--- src/hdl/psip_pkg.sv ---
`timescale 1ns / 1ps
// Shared constants and register codes of the parallel-section prefilter.
package psip_pkg;

   localparam int SAMPLE_W = 24;
   localparam int OUT_W = 32;
   localparam int HIST_W = 40;
   localparam int HFRAC = 14;
   localparam int COEF_FIELD_W = 16;
   localparam int COEFS_PER_SEC = 4;
   localparam int NUM_SEC_REGS = 4;
   localparam int CSR_INDEX_W = 3;
   localparam int CSR_DATA_W = 64;
   localparam int SEC_COUNT_W = 4;

   localparam int DIGIT_BITS = 10;
   localparam int NDIGITS = (HIST_W + DIGIT_BITS - 1) / DIGIT_BITS;
   localparam int DIGIT_CNT_W = (NDIGITS > 1) ? $clog2(NDIGITS) : 1;

   localparam logic [CSR_INDEX_W-1:0] CSR_FILTER_MODE = 3'd0;
   localparam logic [CSR_INDEX_W-1:0] CSR_MEAN_OFFSET = 3'd1;
   localparam logic [CSR_INDEX_W-1:0] CSR_SECTIONS_IN_USE = 3'd2;
   localparam logic [CSR_INDEX_W-1:0] CSR_SECTION0_COEFS = 3'd3;

   localparam int COEF_A_NEWER = 0;
   localparam int COEF_A_OLDER = 1;
   localparam int COEF_G_NEW = 2;
   localparam int COEF_G_PREV = 3;

endpackage

--- src/hdl/parallel_section_iir_prefilter_unit.sv ---
`timescale 1ns / 1ps
// Top level of the parallel-section recursive prefilter for seismic samples.
//
// One request beat carries a 24-bit sample; one response beat returns the demeaned
// sample, or in filter mode the rounded and saturated sum of the active second-order
// sections. A single digit-serial multiplier forms all products, ten history bits per
// cycle, and each product starts with a load. For each active section a filtered
// sample runs four products and a new-value step; a pass-through sample, or filter
// mode with no active section, goes straight to the output step. A finished result
// waits in the output register, so the next sample is taken meanwhile.
module parallel_section_iir_prefilter_unit
   import psip_pkg::*;
#(
   parameter int SECTIONS = 4,
   parameter int COEF_BITS = 16
) (
   input  logic                          clock,
   input  logic                          reset,
   input  logic                          req_valid,
   output logic                          req_stall,
   input  logic signed [SAMPLE_W-1:0]    req_sample_value,
   input  logic                          req_restart,
   output logic                          rsp_valid,
   input  logic                          rsp_stall,
   output logic signed [OUT_W-1:0]       rsp_filtered_value,
   input  logic                          csr_valid,
   output logic                          csr_ready,
   input  logic [CSR_INDEX_W-1:0]        csr_index,
   input  logic [CSR_DATA_W-1:0]         csr_data
);

   localparam int CFRAC = COEF_BITS - 2;
   localparam int SEC_W = (SECTIONS > 1) ? $clog2(SECTIONS) : 1;
   localparam int ACC_W = COEF_BITS + HIST_W + $clog2(SECTIONS) + 2;
   localparam logic signed [ACC_W-1:0] REC_ROUND = ACC_W'(1) << (CFRAC - 1);
   localparam logic signed [ACC_W-1:0] OUT_ROUND = ACC_W'(1) << (CFRAC + HFRAC - 1);

   typedef enum logic [2:0] {
      ST_IDLE,
      ST_LOAD,
      ST_MUL,
      ST_NV,
      ST_FIN
   } state_type;

   typedef enum logic [1:0] {
      OP_OLDER,
      OP_NEWER,
      OP_GAIN_NEW,
      OP_GAIN_PREV
   } op_type;

   state_type                     state_ff;
   op_type                        op_ff;
   logic [SEC_W-1:0]              sec_ff;
   logic                          pass_ff;
   logic signed [SAMPLE_W:0]      x_ff;
   logic signed [SAMPLE_W:0]      x_in;
   logic signed [ACC_W-1:0]       rec_ff;
   logic signed [ACC_W-1:0]       out_ff;
   logic signed [HIST_W-1:0]      prev_ff;
   logic signed [HIST_W-1:0]      nv_ff;
   logic signed [HIST_W-1:0]      nv_in;
   logic [SECTIONS-1:0]           valid_ff;
   logic                          rsp_valid_ff;
   logic signed [OUT_W-1:0]       rsp_value_ff;

   logic                          filter_mode_ff;
   logic signed [SAMPLE_W-1:0]    mean_ff;
   logic [2:0]                    sections_ff;
   logic signed [COEF_BITS-1:0]   coef_ff [SECTIONS][COEFS_PER_SEC];

   logic signed [HIST_W-1:0]      older_ff [SECTIONS];
   logic signed [HIST_W-1:0]      newer_ff [SECTIONS];
   logic signed [HIST_W-1:0]      older_rd;
   logic signed [HIST_W-1:0]      newer_rd;

   logic [SEC_COUNT_W-1:0]        n_eff;
   logic                          last_sec;
   logic                          req_accept;
   logic                          rsp_free;

   logic                          mul_load;
   logic signed [COEF_BITS-1:0]   mul_coef;
   logic signed [HIST_W-1:0]      mul_operand;
   logic signed [ACC_W-1:0]       mul_init;
   logic signed [ACC_W-1:0]       mul_acc;
   logic                          mul_done;

   logic signed [ACC_W:0]         nv_sum;
   logic                          nv_ovf;
   logic signed [ACC_W-1:0]       y_sh;
   logic                          y_ovf;
   logic signed [OUT_W-1:0]       y_in;

   assign csr_ready = 1'b1;

   always_ff @(posedge clock) begin
      if (reset) begin
         filter_mode_ff <= 1'b1;
         mean_ff <= '0;
         sections_ff <= '0;
         for (int s = 0; s < SECTIONS; s++) begin
            for (int k = 0; k < COEFS_PER_SEC; k++) begin
               coef_ff[s][k] <= '0;
            end
         end
      end else if (csr_valid) begin
         if (csr_index == CSR_FILTER_MODE) begin
            filter_mode_ff <= csr_data[0];
         end
         if (csr_index == CSR_MEAN_OFFSET) begin
            mean_ff <= csr_data[SAMPLE_W-1:0];
         end
         if (csr_index == CSR_SECTIONS_IN_USE) begin
            sections_ff <= csr_data[2:0];
         end
         for (int s = 0; s < SECTIONS; s++) begin
            if (s < NUM_SEC_REGS) begin
               if (csr_index == CSR_SECTION0_COEFS + CSR_INDEX_W'(s)) begin
                  for (int k = 0; k < COEFS_PER_SEC; k++) begin
                     coef_ff[s][k] <= csr_data[COEF_FIELD_W*k +: COEF_BITS];
                  end
               end
            end
         end
      end
   end

   assign n_eff = ({1'b0, sections_ff} > SEC_COUNT_W'(SECTIONS)) ?
                  SEC_COUNT_W'(SECTIONS) : {1'b0, sections_ff};
   assign last_sec = (SEC_COUNT_W'(sec_ff) + 1'b1) == n_eff;

   assign req_stall = (state_ff != ST_IDLE);
   assign req_accept = req_valid & ~req_stall;
   assign rsp_free = ~rsp_valid_ff | ~rsp_stall;

   assign x_in = (SAMPLE_W + 1)'(req_sample_value) - (SAMPLE_W + 1)'(mean_ff);

   assign older_rd = valid_ff[sec_ff] ? older_ff[sec_ff] : '0;
   assign newer_rd = valid_ff[sec_ff] ? newer_ff[sec_ff] : '0;

   always_comb begin
      case (op_ff)
         OP_OLDER: begin
            mul_coef = coef_ff[sec_ff][COEF_A_OLDER];
            mul_operand = older_rd;
            mul_init = REC_ROUND;
         end
         OP_NEWER: begin
            mul_coef = coef_ff[sec_ff][COEF_A_NEWER];
            mul_operand = prev_ff;
            mul_init = rec_ff;
         end
         OP_GAIN_NEW: begin
            mul_coef = coef_ff[sec_ff][COEF_G_NEW];
            mul_operand = nv_ff;
            mul_init = out_ff;
         end
         OP_GAIN_PREV: begin
            mul_coef = coef_ff[sec_ff][COEF_G_PREV];
            mul_operand = prev_ff;
            mul_init = out_ff;
         end
         default: begin
            mul_coef = '0;
            mul_operand = '0;
            mul_init = '0;
         end
      endcase
   end

   assign mul_load = (state_ff == ST_LOAD);

   psip_digit_mac #(
      .COEF_BITS(COEF_BITS),
      .ACC_W(ACC_W)
   ) u_mac (
      .clock(clock),
      .reset(reset),
      .load(mul_load),
      .coef(mul_coef),
      .operand(mul_operand),
      .init(mul_init),
      .acc(mul_acc),
      .done(mul_done)
   );

   // The recursion sum already holds its rounding offset from the start of the section.
   assign nv_sum = (ACC_W + 1)'(rec_ff >>> CFRAC) + ((ACC_W + 1)'(x_ff) <<< HFRAC);
   assign nv_ovf = ~((&nv_sum[ACC_W:HIST_W-1]) | ~(|nv_sum[ACC_W:HIST_W-1]));
   assign nv_in = nv_ovf ? (nv_sum[ACC_W] ? {1'b1, {(HIST_W - 1){1'b0}}} :
                                            {1'b0, {(HIST_W - 1){1'b1}}}) :
                           nv_sum[HIST_W-1:0];

   assign y_sh = out_ff >>> (CFRAC + HFRAC);
   assign y_ovf = ~((&y_sh[ACC_W-1:OUT_W-1]) | ~(|y_sh[ACC_W-1:OUT_W-1]));

   always_comb begin
      if (pass_ff) begin
         y_in = OUT_W'(x_ff);
      end else if (y_ovf) begin
         y_in = y_sh[ACC_W-1] ? {1'b1, {(OUT_W - 1){1'b0}}} : {1'b0, {(OUT_W - 1){1'b1}}};
      end else begin
         y_in = y_sh[OUT_W-1:0];
      end
   end

   always_ff @(posedge clock) begin
      if (state_ff == ST_NV) begin
         older_ff[sec_ff] <= prev_ff;
         newer_ff[sec_ff] <= nv_in;
      end
   end

   always_ff @(posedge clock) begin
      if (reset) begin
         state_ff <= ST_IDLE;
         op_ff <= OP_OLDER;
         sec_ff <= '0;
         valid_ff <= '0;
         rsp_valid_ff <= 1'b0;
         pass_ff <= 1'b0;
      end else begin
         if (rsp_valid_ff && !rsp_stall && (state_ff != ST_FIN)) begin
            rsp_valid_ff <= 1'b0;
         end
         case (state_ff)
            ST_IDLE: begin
               if (req_accept) begin
                  x_ff <= x_in;
                  out_ff <= OUT_ROUND;
                  sec_ff <= '0;
                  op_ff <= OP_OLDER;
                  pass_ff <= ~filter_mode_ff;
                  if (req_restart) begin
                     valid_ff <= '0;
                  end
                  if (filter_mode_ff && (n_eff != '0)) begin
                     state_ff <= ST_LOAD;
                  end else begin
                     state_ff <= ST_FIN;
                  end
               end
            end
            ST_LOAD: begin
               if (op_ff == OP_OLDER) begin
                  prev_ff <= newer_rd;
               end
               state_ff <= ST_MUL;
            end
            ST_MUL: begin
               if (mul_done) begin
                  case (op_ff)
                     OP_OLDER: begin
                        rec_ff <= mul_acc;
                        op_ff <= OP_NEWER;
                        state_ff <= ST_LOAD;
                     end
                     OP_NEWER: begin
                        rec_ff <= mul_acc;
                        state_ff <= ST_NV;
                     end
                     OP_GAIN_NEW: begin
                        out_ff <= mul_acc;
                        op_ff <= OP_GAIN_PREV;
                        state_ff <= ST_LOAD;
                     end
                     OP_GAIN_PREV: begin
                        out_ff <= mul_acc;
                        op_ff <= OP_OLDER;
                        if (last_sec) begin
                           state_ff <= ST_FIN;
                        end else begin
                           sec_ff <= sec_ff + 1'b1;
                           state_ff <= ST_LOAD;
                        end
                     end
                     default: begin
                        state_ff <= ST_IDLE;
                     end
                  endcase
               end
            end
            ST_NV: begin
               nv_ff <= nv_in;
               valid_ff[sec_ff] <= 1'b1;
               op_ff <= OP_GAIN_NEW;
               state_ff <= ST_LOAD;
            end
            ST_FIN: begin
               if (rsp_free) begin
                  rsp_valid_ff <= 1'b1;
                  rsp_value_ff <= y_in;
                  state_ff <= ST_IDLE;
               end
            end
            default: begin
               state_ff <= ST_IDLE;
            end
         endcase
      end
   end

   assign rsp_valid = rsp_valid_ff;
   assign rsp_filtered_value = rsp_value_ff;

endmodule

--- src/hdl/psip_digit_mac.sv ---
`timescale 1ns / 1ps
// Digit-serial multiply-accumulate: coefficient times history word, one digit per cycle.
module psip_digit_mac
   import psip_pkg::*;
#(
   parameter int COEF_BITS = 16,
   parameter int ACC_W = 58
) (
   input  logic                        clock,
   input  logic                        reset,
   input  logic                        load,
   input  logic signed [COEF_BITS-1:0] coef,
   input  logic signed [HIST_W-1:0]    operand,
   input  logic signed [ACC_W-1:0]     init,
   output logic signed [ACC_W-1:0]     acc,
   output logic                        done
);

   localparam int PP_W = COEF_BITS + DIGIT_BITS + 1;

   logic [HIST_W-1:0]            opnd_ff;
   logic signed [COEF_BITS-1:0]  coef_ff;
   logic signed [ACC_W-1:0]      acc_ff;
   logic [DIGIT_CNT_W-1:0]       cnt_ff;
   logic                         run_ff;
   logic                         done_ff;
   logic                         last_digit;
   logic signed [DIGIT_BITS:0]   digit;
   logic signed [PP_W-1:0]       pp;
   logic signed [ACC_W-1:0]      pp_ext;
   logic signed [ACC_W-1:0]      acc_in;

   // The top digit carries the sign of the history word; the others are unsigned.
   assign last_digit = (cnt_ff == DIGIT_CNT_W'(NDIGITS - 1));
   assign digit = {last_digit & opnd_ff[DIGIT_BITS-1], opnd_ff[DIGIT_BITS-1:0]};
   assign pp = coef_ff * digit;
   assign pp_ext = ACC_W'(pp);
   assign acc_in = acc_ff + (pp_ext <<< (cnt_ff * DIGIT_BITS));

   always_ff @(posedge clock) begin
      if (reset) begin
         run_ff <= 1'b0;
         done_ff <= 1'b0;
         cnt_ff <= '0;
      end else begin
         done_ff <= 1'b0;
         if (load) begin
            run_ff <= 1'b1;
            cnt_ff <= '0;
         end else if (run_ff) begin
            cnt_ff <= cnt_ff + 1'b1;
            if (last_digit) begin
               run_ff <= 1'b0;
               done_ff <= 1'b1;
            end
         end
      end
   end

   always_ff @(posedge clock) begin
      if (load) begin
         opnd_ff <= operand;
         coef_ff <= coef;
         acc_ff <= init;
      end else if (run_ff) begin
         opnd_ff <= opnd_ff >> DIGIT_BITS;
         acc_ff <= acc_in;
      end
   end

   assign acc = acc_ff;
   assign done = done_ff;

endmodule
--- config.mk ---
export PLATFORM = sky130hd
export DESIGN_NAME = parallel_section_iir_prefilter_unit
export DESIGN_NICKNAME = d
export VERILOG_FILES = /design/src/hdl/psip_pkg.sv /design/src/hdl/parallel_section_iir_prefilter_unit.sv /design/src/hdl/psip_digit_mac.sv
export SDC_FILE = /design/constraint.sdc
export NUM_CORES = 2
export LEC_CHECK = 0
export BUFFER_PORTS_ARGS = -buffer_cell sky130_fd_sc_hd__buf_2
export CORE_MARGIN = 2
export CORE_UTILIZATION = 35
export DETAILED_ROUTE_END_ITERATION = 10
export GPL_ROUTABILITY_DRIVEN = 0
export HOLD_SLACK_MARGIN = 0.06
export PLACE_DENSITY = 0.54
export SLEW_MARGIN = 40
export SYNTH_ARGS = -nofsm -noshare
export SYNTH_HDL_FRONTEND = slang
export SYNTH_SLANG_ARGS = --single-unit
--- constraint.sdc ---
create_clock -name clock -period 13.4 [get_ports clock]
set_input_delay 2.68 -clock clock [delete_from_list [all_inputs] [get_ports clock]]
set_output_delay 2.68 -clock clock [all_outputs]
set_load 0.05 [all_outputs]
Word-level counts from Yosys, hierarchy flattened --
Memories as Yosys holds them, arrays and structs flattened. A register that Yosys moved wholly into a read port is not among the register bits. Index checks and enable logic that the tools add are counted.
Operators by class: divide/modulo/power cells 0, bitwise operators 28, reduce and logical (&&, ||, !) cells 37, $add $sub $neg 6, shift-type cells 1, magnitude comparators 3, muxes and demuxes 85, $mul 2, eq/ne operators 24
Operators with widths (count):
- $mux 60 | 5
- $mux 16 | 16
- $mux 40 | 5
- $pmux 60 s3 | 1
- $pmux 40 s3 | 1
- $pmux 60 s2 | 1
- $pmux 16 s4 | 1
- $add 60x60->60 | 1
- $sshl 27x6->60 | 1
- $add 46x39->47 | 1
- $mux 32 | 1
- $mux 1 | 29
- $mul 16x11->27 | 1
- $sub 24x24->25 | 1
- $reduce_and 22->1 | 1
- $reduce_or 22->1 | 1
- $mux 2 | 9
- $mux 3 | 6
- $or 1x1->1 | 18
- $pmux 3 s5 | 1
- $reduce_and 3->1 | 5
- $eq 3x2->1 const B | 4
- $eq 3x3->1 const B | 4
- $ne 2x2->1 const B | 6
- other kinds (35) | 66
Storage, ports and cells: memories kept 3, register bits after elaboration 378, memory bits (read-only) 0, RAM bits 576, output and inout port bits 35, input bits 97, logic and storage cells 209, latch bits 0
Memories:
- coef_ff | words 4, bits a word 64, rd ports 1, clocked after memory_dff 1, write ports 4, line parallel_section_iir_prefilter_unit.sv:71 | logic signed [COEF_BITS-1:0] coef_ff [SECTIONS][COEFS_PER_SEC];
- newer_ff | words 4, bits a word 40, rd ports 1, clocked after memory_dff 1, write ports 1, line parallel_section_iir_prefilter_unit.sv:74 | logic signed [HIST_W-1:0] newer_ff [SECTIONS];
- older_ff | words 4, bits a word 40, rd ports 1, clocked after memory_dff 1, write ports 1, line parallel_section_iir_prefilter_unit.sv:73 | logic signed [HIST_W-1:0] older_ff [SECTIONS];

Longest topological paths before layout --
depth in word-level cells 9, depth in mapped cells 36, mapped depth without buffers 34

By module --
From an unflattened synthesis, not the netlist that was laid out.
Second synthesis, totals: cells, all modules 4144, area total of the unflattened synthesis 52940.8 sq um
Modules (own cells, without submodules):
- parallel_section_iir_prefilter_unit | cells an instance 2469, area each 37821.3 sq um, sequential area each 25874.8 sq um, instances 1
- psip_digit_mac | cells an instance 1675, area each 15119.5 sq um, sequential area each 3563.4 sq um, instances 1

Least setup slack after synthesis --
Ideal clock, no wire load.
path kind input to register, start point input reset, end point register out_ff[0] (enable), stages 2, path slack 382 ps, required time 12600 ps, data arrival time 12218 ps, library setup time 800 ps, buffers on the path 1, path through clkbuf_1 -> a2111oi_0
Between the ends: longest elaborated chain between the ends 2
RTL lines:
- from (decl) | line parallel_section_iir_prefilter_unit.sv:18 | input logic reset,
- $not 1->1 (no line)
- $reduce_and 5->1 (no line)
- to (signal assigned) | line parallel_section_iir_prefilter_unit.sv:265 | out_ff <= mul_acc;
- to (signal assigned) | line parallel_section_iir_prefilter_unit.sv:270 | out_ff <= mul_acc;
- to (decl) | line parallel_section_iir_prefilter_unit.sv:60 | logic signed [ACC_W-1:0] out_ff;
No other way between the ends. A chain may end at the register's enable or synchronous reset.

Worst setup path after layout --
start point register u_mac.cnt_ff[1], end point register u_mac.acc_ff[58], in the netlist u_mac.acc[58], data pin
Between the ends: longest elaborated chain between the ends 7, elaborated cells between the ends (all ways) 8, classes of those cells add/sub (1); mul (2); eq/ne (1); shift (1); mux (2); bitwise (1)
RTL lines:
- from (decl) | line psip_digit_mac.sv:24 | logic [DIGIT_CNT_W-1:0] cnt_ff;
- from (signal assigned) | line psip_digit_mac.sv:51 | cnt_ff <= cnt_ff + 1'b1;
- $eq 2x2->1 | line psip_digit_mac.sv:34 | assign last_digit = (cnt_ff == DIGIT_CNT_W'(NDIGITS - 1));
- via u_mac.last_digit | line psip_digit_mac.sv:27 | logic last_digit;
- $and 1x1->1 | line psip_digit_mac.sv:35 | assign digit = {last_digit & opnd_ff[DIGIT_BITS-1], opnd_ff[DIGIT_BITS-1:0]};
- $mul 16x11->27 | line psip_digit_mac.sv:36 | assign pp = coef_ff * digit;
- $sshl 27x6->60 | line psip_digit_mac.sv:38 | assign acc_in = acc_ff + (pp_ext <<< (cnt_ff * DIGIT_BITS));
- $add 60x60->60 | line psip_digit_mac.sv:38
- $mux 60 | line psip_digit_mac.sv:65 | end else if (run_ff) begin
- $mux 60 | line psip_digit_mac.sv:61 | if (load) begin
- to (signal assigned) | line psip_digit_mac.sv:64 | acc_ff <= init;
- to (signal assigned) | line psip_digit_mac.sv:67 | acc_ff <= acc_in;
- to (decl) | line psip_digit_mac.sv:23 | logic signed [ACC_W-1:0] acc_ff;
The timed path passes the listed nets, and every way through them passes these cells. The select of a mux whose other input is x is not followed.

==> metrics.yaml <==
status:
  outcome: "complete, no violations"
floorplanning:
  die_w_um: 392
  core_area_um2: 150000
  core.rowCount: 142
  initial_utilization_pct: 35.2
  dieArea_um2: 154000
  die_height_um: 392
  ios: 132
drt:
  vias: 33110
  ant_nets: 0
  post_drt_wl_per_cell_um: 23.1
  dr.pass1.iters: 6
  drc_errors: 0
  routed_wl_mm: 144
  viasPerCell: 5.31
  drtIter0Drc: 3258
cts:
  cts_root_buffer: "clkbuf_16"
  ctsResizeCount: 0
  cts_buffers: 105
  cts_setup_buffers: 0
  cts.sinks: 996
  cts.clk_slew.worst_paths_ns: 0.06
  insertion_delay_ns: 0.75
  htreeDepth: 3
  hold_buffers: 0
  cts.path.max_buffers: 3
  cts_tree: "yes"
finish:
  final_util_pct: 39.5
  area.sequential_um2: 29500
  final_area_um2: 59100
  fin_nets: 4572
  drive_above_1_share_pct: 13.9
  area_delta_synth_final_pct: 12.2
  multiInputGateArea_um2: 21400
  fill_cells: 14289
yosys:
  synth_top_area_cell: "edfxtp_1"
  post_synth.cell_area_avg_um2: 13.0
  synth_nets: 4497
  yosys.area.top_type_share_pct: 54.1
  synth_flop_cell: "edfxtp_1"
  yosys_warnings: 0
  synthDistinctLibCells: 99
  synth_area_um2: 52700
  yosys.cell_count.top_type: "edfxtp_1"
  synth_enable_flop_cells: 949
  ys_seq_elements: 996
  yosys-top-cells-count: "edfxtp_1 (949), and2_1 (335), inv_1 (308)"
  syn_inst: 4053
  synthArstFlopShare_pct: 0
  synth_area_leaders: "edfxtp_1 (54%), fa_1 (6.3%), mux4_2 (6.2%)"
  synth.yosys.seq_area_share_pct: 55.9
min_path:
  holdPathStages: 2
  hold_path_class: "reg2reg"
  hold_start: "mean_ff[16]"
  hold_path_end: "mean_ff[16]"
critical_path:
  critical_path_arrival_ns: 10.56
  slowest_delay_ns: 0.69
  critPathLaunchType: "flop"
  crit_required_ns: 13.87
  path_class: "reg2reg"
  crit_slowest_cell: "dfxtp_4"
  r2r.worst_path.cells: 33
  regToRegSetupSlack_ns: 3.31
  end_kind: "flop"
  crit_path_max_fanout: 61
  cp_common_cell: "fa_1"
  reg2reg_to: "u_mac.acc[58]"
  r2r_start: "u_mac.cnt_ff[1]"
power:
  ir_worst_vdd_v: 0.000122
  p_leak_nw: 21.2
  power_mw: 11.0
  cellPowerDensity_nw_per_um2: 186
sta:
  hold_violations: 0
  fin_tns_setup_ns: 0
  drv_slew: 0
  max_freq_mhz: 99.1
  setup_violations: 0
  fin_skew_ns: 0.0776
  period_minus_slack_ns: 10.09
  rsz0062_at_grt: "no"
  finalCritPeriodShare_pct: 75.3
  relSlewSlack_pct: 39.7
  worst_slew_pin_slew_ns: 0.898
global_routing:
  grt_pass1_vias: 33456
  grtUsageTotal_pct: 18.8
  grt_pass1_wl_mm: 216
  grt_max_degree: 69
  antenna_found_initial: 21
  gr-total-overflow: 0
run:
  drv_cap: 0
placement:
  dp_hpwl_mm: 95.7
  place_area_um2: 55600
  port_buffers: 130
[cell families after synthesis]
family	synth area share [%]
adders and majority gates	10.6
other	0.00712
DFF	55.9
muxes	7.05
AOI/OAI and AO/OA	10.1
xor gates and xnor gates	2.13
and+or+nand+nor	10.4
buffers and inverters	3.83
[power by group]
| group | switching, mW | internal [mW] | leakage, nW |
|---|---|---|---|
| combinational | 2.70 | 1.64 | 10.5 |
| clock | 1.25 | 1.62 | 1.61 |
| sequential | 0.0612 | 3.70 | 9.16 |
| total | 4.01 | 6.97 | 21.2 |
[metal layers]
metal	track usage, %	routed length, um	vias to the layer above
met5	0.159	142	-
met4	6.36	4690	18
met3	3.72	9490	238
met2	29.6	65900	996
met1	26.0	63900	16783
li1	-	-	15075
[per-stage QoR]
step / hold WS (ns) / cells / setup slack, ns
final: 0.455 / 6236 / 3.31
after global routing: 0.475 / 6233 / 2.72
after CTS: 0.459 / 6222 / 3.37
after detailed placement: 0.451 / 6032 / 3.36
after global placement: 0.447 / 6029 / 3.22
after floorplan: 0.431 / 4053 / 0.382
[worst max-delay path by stage]
| stage | startpoint | to | depth (start not counted) |
|---|---|---|---|
| 3_5_place_dp | u_mac.opnd_ff[2] | u_mac.acc[59] | 31 |
| 6_report | u_mac.cnt_ff[1] | u_mac.acc[58] | 33 |
| 2_1_floorplan | reset | out_ff[0] | 2 |
| 5_1_grt | u_mac.cnt_ff[1] | u_mac.acc[58] | 33 |
| 3_3_place_gp | u_mac.cnt_ff[1] | u_mac.acc[58] | 33 |
| 4_1_cts | u_mac.opnd_ff[2] | u_mac.acc[59] | 31 |
[sequential cells by signal (all words and copies together), names as in the netlist, 2 cells and up, named ones only]
signal / flops
state_ff: 3
prev_ff: 40
rsp_filtered_value: 32
rec_ff: 60
u_mac.acc: 60
x_ff: 25
out_ff: 60
newer_ff: 160
nv_ff: 40
sections_ff: 3
mean_ff: 24
coef_ff: 256
u_mac.opnd_ff: 40
op_ff: 2
u_mac.cnt_ff: 2
older_ff: 160
valid_ff: 4
sec_ff: 2
u_mac.coef_ff: 16
[cell usage in the layout (no fill, tap or decap), types with 14 or more instances in the layout]
master,n
and3_1,75
nor2b_1,15
mux2_2,27
ha_1,179
nand2b_1,17
xor2_1,41
a21oi_1,196
mux4_2,145
clkinv_2,14
o22ai_1,54
a31oi_1,55
nand2_1,281
fa_1,165
inv_1,307
nand3_1,40
a222oi_1,16
buf_4,40
nand4_1,20
a21o_1,68
clkinv_1,21
a22oi_1,100
buf_2,132
o21ai_0,134
clkbuf_16,105
o21a_1,23
edfxtp_1,949
a211oi_1,16
mux2i_1,14
and2_1,330
xnor2_1,84
dfxtp_1,40
clkbuf_1,28
o21bai_1,23
nor2_1,174
nor3_1,21
o21ai_1,27
[final cells by class]
cell class | instances | share of cell area [%]
flip-flops and latches | 996 | 49.9
clock buffers | 133 | 4.62
multi-input cells | 2530 | 36.2
well taps | 2016 | 4.27
clock inverters | 57 | 1.07
repair buffers | 187 | 2.00
inverters | 308 | 1.96
diodes | 9 | 0.0381
[critical path, delay by kind of cell (launching register included)]
family / cells / cell delay, ns
AOI/OAI and AO/OA: 12 / 2.30
buffers and inverters: 4 / 0.35
DFF: 1 / 0.69
and+or+nand+nor: 8 / 2.95
xor gates and xnor gates: 1 / 0.09
adders and majority gates: 8 / 3.42
Note: power is estimated with default switching activity, not from simulation.
